===== src/rtl/tkl_pkg.sv =====
`timescale 1ns / 1ps
// ----------------------------------------------------------------------------
// tkl_pkg: shared types and constants for the tilt Kalman level display
// Holds the sequencer state codes, register indexes, reset values and the
// operation codes of the shared arithmetic unit.
// ----------------------------------------------------------------------------
package tkl_pkg;
	localparam int FRAC_BITS_DEF   = 16;
	localparam int STATE_WIDTH_DEF = 48;
	localparam int LED_COUNT_DEF   = 10;
	localparam int DT_BITS         = 16;
	localparam int IDX_W           = 2;
	localparam int CFG_W           = 20;

	localparam logic [IDX_W-1:0] REG_TIME_STEP   = 2'd0;
	localparam logic [IDX_W-1:0] REG_PROC_NOISE  = 2'd1;
	localparam logic [IDX_W-1:0] REG_MEAS_NOISE  = 2'd2;

	localparam logic [15:0] DT_RESET = 16'd655;
	localparam logic [19:0] Q_RESET  = 20'd3277;
	localparam logic [19:0] R_RESET  = 20'd32768;
	localparam logic [15:0] BIAS_RESET_Q16 = 16'd1311;

	typedef enum logic [1:0] {
		OP_ADD,
		OP_SUB,
		OP_MUL,
		OP_DIV
	} op_t;

	typedef enum logic [1:0] {
		ST_IDLE,
		ST_ISSUE,
		ST_WAIT,
		ST_DONE
	} state_t;
endpackage


===== src/rtl/tkl_alu.sv =====
`timescale 1ns / 1ps
// ----------------------------------------------------------------------------
// tkl_alu: shared saturating fixed-point arithmetic unit
// Add and subtract finish in the cycle after start. Multiply works on
// magnitudes with a 32x32 partial product per cycle and rounds half away from
// zero. Divide is restoring, one quotient bit per cycle, truncated toward zero.
// ----------------------------------------------------------------------------
module tkl_alu #(
	parameter int W = 48,
	parameter int F = 16
) (
	input  logic                clk,
	input  logic                arst_n,
	input  logic                start,
	input  tkl_pkg::op_t        op,
	input  logic [4:0]          shift,
	input  logic signed [W-1:0] a,
	input  logic signed [W-1:0] b,
	output logic                done,
	output logic signed [W-1:0] result
);
	import tkl_pkg::*;

	localparam int MW = 64;
	localparam int DN = W + F;
	localparam int CW = $clog2(DN + 1);

	logic signed [W-1:0] vmax, vmin;
	logic busy_q;
	op_t op_q;
	logic neg_q;
	logic [4:0] sh_q;
	logic [MW-1:0] ua_q, ub_q;
	logic [2*MW-1:0] acc_q;
	logic [2:0] pp_q;
	logic [DN-1:0] num_q;
	logic [W:0] rem_q;
	logic [DN-1:0] quo_q;
	logic [CW-1:0] cnt_q;
	logic dz_q;
	logic signed [W-1:0] res_q;
	logic done_q;

	logic signed [W:0] sum_w;
	logic [MW-1:0] ma, mb;
	logic [31:0] pa, pb;
	logic [63:0] pp;
	logic [2*MW-1:0] ppsh;
	logic [2*MW-1:0] rnd;
	logic [2*MW-1:0] shd;
	logic [W:0] rem_sh;
	logic [W:0] rem_sub;

	function automatic logic signed [W-1:0] from_mag(input logic neg, input logic [2*MW-1:0] m);
		logic [2*MW-1:0] top;
		top = {{(2*MW-W+1){1'b0}}, {(W-1){1'b1}}};
		if (!neg) from_mag = (m > top) ? {1'b0, {(W-1){1'b1}}} : m[W-1:0];
		else if (m > top) from_mag = {1'b1, {(W-1){1'b0}}};
		else from_mag = -m[W-1:0];
	endfunction

	assign vmax = {1'b0, {(W-1){1'b1}}};
	assign vmin = {1'b1, {(W-1){1'b0}}};
	assign ma = a[W-1] ? MW'(-{{(MW-W){a[W-1]}}, a}) : MW'({{(MW-W){1'b0}}, a});
	assign mb = b[W-1] ? MW'(-{{(MW-W){b[W-1]}}, b}) : MW'({{(MW-W){1'b0}}, b});

	always_comb begin
		if (op == OP_ADD) sum_w = {a[W-1], a} + {b[W-1], b};
		else sum_w = {a[W-1], a} - {b[W-1], b};
		pa = pp_q[1] ? ua_q[63:32] : ua_q[31:0];
		pb = pp_q[0] ? ub_q[63:32] : ub_q[31:0];
		pp = {32'd0, pa} * {32'd0, pb};
		ppsh = {64'd0, pp} << ({5'd0, pp_q[1]} * 32 + {5'd0, pp_q[0]} * 32);
		rnd = acc_q + ({{(2*MW-1){1'b0}}, 1'b1} << (sh_q - 5'd1));
		shd = rnd >> sh_q;
		rem_sh = {rem_q[W-1:0], num_q[DN-1]};
		rem_sub = rem_sh - {1'b0, ub_q[W-1:0]};
	end

	always_ff @(posedge clk or negedge arst_n) begin
		if (!arst_n) begin
			busy_q <= 1'b0;
			done_q <= 1'b0;
		end else begin
			done_q <= 1'b0;
			if (start && !busy_q) begin
				op_q <= op;
				neg_q <= a[W-1] ^ b[W-1];
				sh_q <= shift;
				ua_q <= ma;
				ub_q <= mb;
				acc_q <= '0;
				pp_q <= 3'd0;
				num_q <= DN'(ma) << F;
				rem_q <= '0;
				quo_q <= '0;
				cnt_q <= CW'(DN);
				dz_q <= (b == '0);
				if (op == OP_ADD || op == OP_SUB) begin
					if (sum_w > $signed({vmax[W-1], vmax})) res_q <= vmax;
					else if (sum_w < $signed({vmin[W-1], vmin})) res_q <= vmin;
					else res_q <= sum_w[W-1:0];
					done_q <= 1'b1;
				end else begin
					busy_q <= 1'b1;
				end
			end else if (busy_q) begin
				if (op_q == OP_MUL) begin
					if (pp_q == 3'd4) begin
						res_q <= from_mag(neg_q, (shd >> W != 0) ? '1 : shd);
						busy_q <= 1'b0;
						done_q <= 1'b1;
					end else begin
						acc_q <= acc_q + ppsh;
						pp_q <= pp_q + 3'd1;
					end
				end else begin
					if (cnt_q == '0) begin
						res_q <= dz_q ? '0 : from_mag(neg_q, {{(2*MW-DN){1'b0}}, quo_q});
						busy_q <= 1'b0;
						done_q <= 1'b1;
					end else begin
						num_q <= num_q << 1;
						cnt_q <= cnt_q - 1'b1;
						if (!rem_sub[W]) begin
							rem_q <= rem_sub;
							quo_q <= {quo_q[DN-2:0], 1'b1};
						end else begin
							rem_q <= rem_sh;
							quo_q <= {quo_q[DN-2:0], 1'b0};
						end
					end
				end
			end
		end
	end

	assign done = done_q;
	assign result = res_q;
endmodule


===== config.mk =====
export PLATFORM = sky130hd
export DESIGN_NAME = tkl_alu
export DESIGN_NICKNAME = d
export VERILOG_FILES = /design/src/rtl/tkl_pkg.sv /design/src/rtl/tkl_alu.sv
export SDC_FILE = /design/constraint.sdc
export NUM_CORES = 2
export LEC_CHECK = 0
export ABC_AREA = 0
export BUFFER_PORTS_ARGS = -buffer_cell sky130_fd_sc_hd__buf_4
export CORE_ASPECT_RATIO = 1.25
export CORE_MARGIN = 2
export CORE_UTILIZATION = 38
export DETAILED_ROUTE_END_ITERATION = 16
export GPL_TIMING_DRIVEN = 0
export SKIP_LAST_GASP = 1
export SLEW_MARGIN = 25
export SYNTH_ARGS = -nofsm -noshare
export SYNTH_HDL_FRONTEND = slang
export SYNTH_SLANG_ARGS = --single-unit

===== constraint.sdc =====
create_clock -name clk -period 22.4 [get_ports clk]
set_input_delay 1.12 -clock clk [delete_from_list [all_inputs] [get_ports clk]]
set_output_delay 1.12 -clock clk [all_outputs]
set_load 0.05 [all_outputs]

# Yosys cells after proc, flatten, opt, wreduce, memory -nomap -nowiden
# Index checks and enable logic that the tools add are counted.
# totals
regBits,502
in_bits,106
out_inout_bits,49
word_cells,114
# classes
n_addsub,13
multipliers,1
n_lt_le_gt_ge,4
n_eq_ne,8
shift,3
mux,54
bitwise_logic,1
reduce_logical,12
# ops
cell,count
2-to-1 mux 48 bit,16
2-to-1 mux 128 bit,4
2-to-1 mux 64 bit,7
adder 128 bit,2
2-to-1 mux 49 bit,5
"greater-than comparator 128 x 47 -> 1 bit, second input constant",1
negator 64 bit,2
nonzero test 128 bit,1
"<< shifter 1 x 5 -> 128 bit, first input constant",1
<< shifter 64 x 7 -> 128 bit,1
right shift 128 x 5 -> 128 bit,1
negator 48 bit,2
"greater-than comparator 64 x 47 -> 1 bit, second input constant",1
multiplier 32 x 32 -> 64 bit,1
2-to-1 mux 32 bit,2
adder 48 x 48 -> 49 bit,1
"greater-than comparator 49 x 48 -> 1 bit, second input constant",1
"less-than comparator 49 x 48 -> 1 bit, second input constant",1
subtractor 48 x 48 -> 49 bit,1
subtractor 49 x 48 -> 49 bit,1
zero test 48 bit,1
2-to-1 mux 47 bit,1
2-to-1 mux 7 bit,3
2-to-1 mux 1 bit,13
22 further kinds,26

# Longest topological paths before layout
# logic_depth
ltp_word,13
mapped_depth,59
mapped_depth_nobuf,55

# Worst setup path after synthesis
# No wires, ideal clock.
# synth_timing
kind,register to register
startpoint,reg pp_q[1]
endpoint,"reg acc_q[125], data pin"
setup_ns,0.268
t_arrival_ns,13.394
required_ns,22.132
setup_slack_ns,8.739
stages_incl_launch_ff,54
path_buffers,4
period_less_slack_ns,13.661
path_cell_list,edfxtp_1 -> clkbuf_1 -> clkbuf_1 -> buf_1 -> mux2i_1 -> clkbuf_1 -> nor2_1 -> fa_1 -> fa_1 -> fa_1 -> inv_1 -> fa_1 -> inv_1 -> fa_1 -> ha_1 -> fa_1 -> inv_1 -> fa_1 -> [... 18 more ...] -> a21oi_1 -> nor2b_1 -> nor2_1 -> o21bai_1 -> a21o_1 -> a21o_1 -> a21o_1 -> a21o_1 -> a32o_1 -> a211o_1 -> a31oi_1 -> o2bb2ai_1 -> o21ai_0 -> a311o_1 -> a221oi_1 -> o41ai_1 -> xnor2_1 -> o21ai_0
# synth_between
elab_chain_cells,7
elab_cells_between_ends,9
cone_classes,2 x add/sub; 1 x mul; 1 x eq/ne; 1 x shift; 4 x mux
# synth_rtl
element,line_no,source
from (decl),tkl_alu.sv:35,logic [2:0] pp_q;
from (signal assigned),tkl_alu.sv:115,pp_q <= pp_q + 3'd1;
2-to-1 mux 32 bit,tkl_alu.sv:70,pa = pp_q[1] ? ua_q[63:32] : ua_q[31:0];
multiplier 32 x 32 -> 64 bit,tkl_alu.sv:72,"pp = {32'd0, pa} * {32'd0, pb};"
<< shifter 64 x 7 -> 128 bit,tkl_alu.sv:73,"ppsh = {64'd0, pp} << ({5'd0, pp_q[1]} * 32 + {5'd0, pp_q[0]} * 32);"
adder 128 bit,tkl_alu.sv:114,acc_q <= acc_q + ppsh;
2-to-1 mux 128 bit (*),tkl_alu.sv:109,if (pp_q == 3'd4) begin
2-to-1 mux 128 bit (*),tkl_alu.sv:108,if (op_q == OP_MUL) begin
2-to-1 mux 128 bit (*),tkl_alu.sv:107,end else if (busy_q) begin
to (signal assigned),tkl_alu.sv:114,
to (decl),tkl_alu.sv:34,logic [2*MW-1:0] acc_q;
# Every way passes the cells marked *; elsewhere a longest branch is shown, timed or not.
# A chain may end at the register's enable or synchronous reset.

# Worst setup path in the final report
# layout_timing
startpoint,reg pp_q[1]
endpoint,"reg acc_q[127], data pin"
# The elaborated chain is that of the path after synthesis.

==> results.cfg <==
[final_layout]
multiInputGateArea_sq_mm = 0.0648
layout_common_cells = nand2_1 (1,308), nor2_1 (1,170), inv_1 (1,123)
layout_commonest_cell = nand2_1
drive_above_1_share = 0.0627
layout.area.seq_sq_mm = 0.0150
area_growth_pct = 9.38
n_fill_cell = 22900
fin_nets = 12200

[timing]
slew_headroom = 0.157
tightest_slew_ps = 1260
grt_setup_unrepaired = no
finClkSkew_ps = 63.3
setup_viol = 0
finalHoldViolCount = 0
drv_slew = 0
clock.fmax_mhz = 51.1
period_needed_ps = 19560
min_period_over_period = 0.873
fin_setup_tns_ps = 0

[yosys]
synth-seq-cells = 501
yosysWarningCount = 0
ys_seq_area_frac = 0.175
syn_inst = 10400
synthDistinctLibCells = 111
synth-main-ff-cell = edfxtp_1
synth_edf_count = 499
avgSynthCellArea_sq_um = 8.24
syn_area_sq_mm = 0.0858
async_flop_share = 0.00399

[worst_setup_path]
slowest_delay_ps = 940
path_common_cell = fa_1
worstSetupPathType = flip-flop to flip-flop
start_kind = flip-flop
arrival_ps = 20030
critPathBufInv = 8
critPathTopFamily = compound AO/OA/AOI/OAI gates
cp.required_ps = 22860
endpoint_kind = flip-flop
r2r_start = pp_q[1]
crit_slowest_cell = mux2i_1
path_max_fanout = 10
critPathLaunch = pp_q[1]

[routing]
via_count = 84200
drt_iter0_drc = 8405
dr.pass1.iters = 6
ant_nets = 0
routed_wl_um = 435000
wire_per_inst_um = 31.7
drcViolationCount = 0
viasPerCell = 6.14

[worst_hold_path]
hold_path.class = flip-flop to flip-flop
hp-start = num_q[17]

[grt]
grt_pass1_wl_um = 615000
grt_start_max_net_pins = 85
antenna_found_initial = 20
grt_usage = 0.371
grt_pass1_vias = 84700
overflow = 0

[clocking]
cts.sinks = 501
cts.clk_slew.worst_paths_ps = 70
cts_tree = yes
ctsResizeCount = 0
ctsLongestPathBuffers = 3
post_cts_buffers = 0
hold_buffers = 0
worstSkewPairLatency_ps = 730
cts_max_level = 2
cts-root-buf = clkbuf_16
cts_buffers = 58

[floorplanning]
row_count = 195
top_level_ports = 155
initial_utilization = 0.381
core_sq_mm = 0.225
design.die.area_sq_mm = 0.230
die_w_um = 429
die_y_um = 535

[flow_run]
max_cap_violations = 0

[outcome]
status = finished, final reports clean

[place]
dp_hpwl_um = 364000
port_buffers = 144
gp_congestion = 1.03
==> sequential cells by signal (all words and copies together) (netlist names) <==
register	cells
acc_q	128
busy_q	1
cnt_q	7
done	1
dz_q	1
neg_q	1
num_q	64
op_q	2
pp_q	3
quo_q	64
rem_q	48
result	48
sh_q	5
ua_q	64
ub_q	64
==> worst paths after layout <==
check                              to  slack [ps]  cells past startpoint
max                        acc_q[127]        2840                     52
max reg2reg                acc_q[127]        2840                     52
min in group asynchronous        done         750                      2
max in group asynchronous      busy_q       20960                      3
min                         num_q[18]         540                      1
min reg2reg                 num_q[18]         540                      1
==> synth_stat cells, types with 50 or more instances <==
master	instances	area (sq um)
nand2_1	1308	4910
nor2_1	1172	4400
inv_1	1123	4220
fa_1	900	18000
a21oi_1	626	3130
ha_1	527	6590
clkbuf_1	510	1910
edfxtp_1	499	15000
o21ai_0	373	1870
xnor2_1	343	3000
nand3_1	276	1380
nor3_1	205	1030
mux2i_1	197	1970
a21o_1	192	1440
xor2_1	159	1390
nand4_1	140	876
or3_1	100	626
and2_1	90	563
a211oi_1	89	668
a31oi_1	84	526
o22ai_1	84	526
nand2b_1	82	513
nor4_1	77	482
o31ai_1	71	533
mux2_2	68	766
and3_1	65	407
o211ai_1	64	480
nor2b_1	59	369
a22o_1	57	499
o21bai_1	55	413
o21a_1	53	398
or2_2	51	319
buf_1	50	188
==> final cells by class <==
| cell class | instances | area share |
|---|---|---|
| tap | 2955 | 0.0394 |
| timing repair buffer | 194 | 0.0184 |
| buffer | 600 | 0.0251 |
| sequential | 501 | 0.160 |
| inverter | 1128 | 0.0451 |
| clock inverter | 36 | 0.00472 |
| multi-input combinational | 8218 | 0.690 |
| antenna | 9 | 0.000240 |
| clock buffer | 73 | 0.0164 |
==> per-stage QoR <==
step / hold slack (ps) / cells / util / worst slack [ps] / area [sq um]
floorplan: 518 / 10400 / - / 8740 / 85900
global placement: 522 / 13500 / 0.403 / 2640 / 90700
detailed placement: 529 / 13600 / 0.407 / 3140 / 91700
CTS: 536 / 13700 / 0.416 / 3020 / 93700
global route: 562 / 13700 / 0.417 / 2170 / 93800
finish: 537 / 13700 / 0.417 / 2840 / 93800
==> logic make-up (layout without fill, tap and decap cells) <==
| group | after synthesis | after routing | share of synthesized area |
|---|---|---|---|
| xor+xnor | 502 | 502 | 0.0513 |
| compound gates | 2178 | 2178 | 0.166 |
| flops | 501 | 501 | 0.175 |
| simple gates | 3767 | 3767 | 0.200 |
| other cells | 1 | 41 | 0.0000437 |
| mux | 312 | 312 | 0.0443 |
| fa+ha+maj | 1427 | 1427 | 0.287 |
| buf+inv | 1728 | 2031 | 0.0764 |
==> per-layer routing <==
metal | up-vias | GRT usage | wire length, um | part of all wire
li1 | 36400 | - | - | -
met1 | 42200 | 0.415 | 154000 | 0.35
met2 | 4221 | 0.634 | 207000 | 0.48
met3 | 1388 | 0.0481 | 29000 | 0.067
met4 | 14 | 0.305 | 44800 | 0.10
met5 | - | 0 | 92 | 0.00021
Power is left out: the tool's default activity adds up to more than one toggle a clock period on the data nets, which glitch-free logic cannot reach.
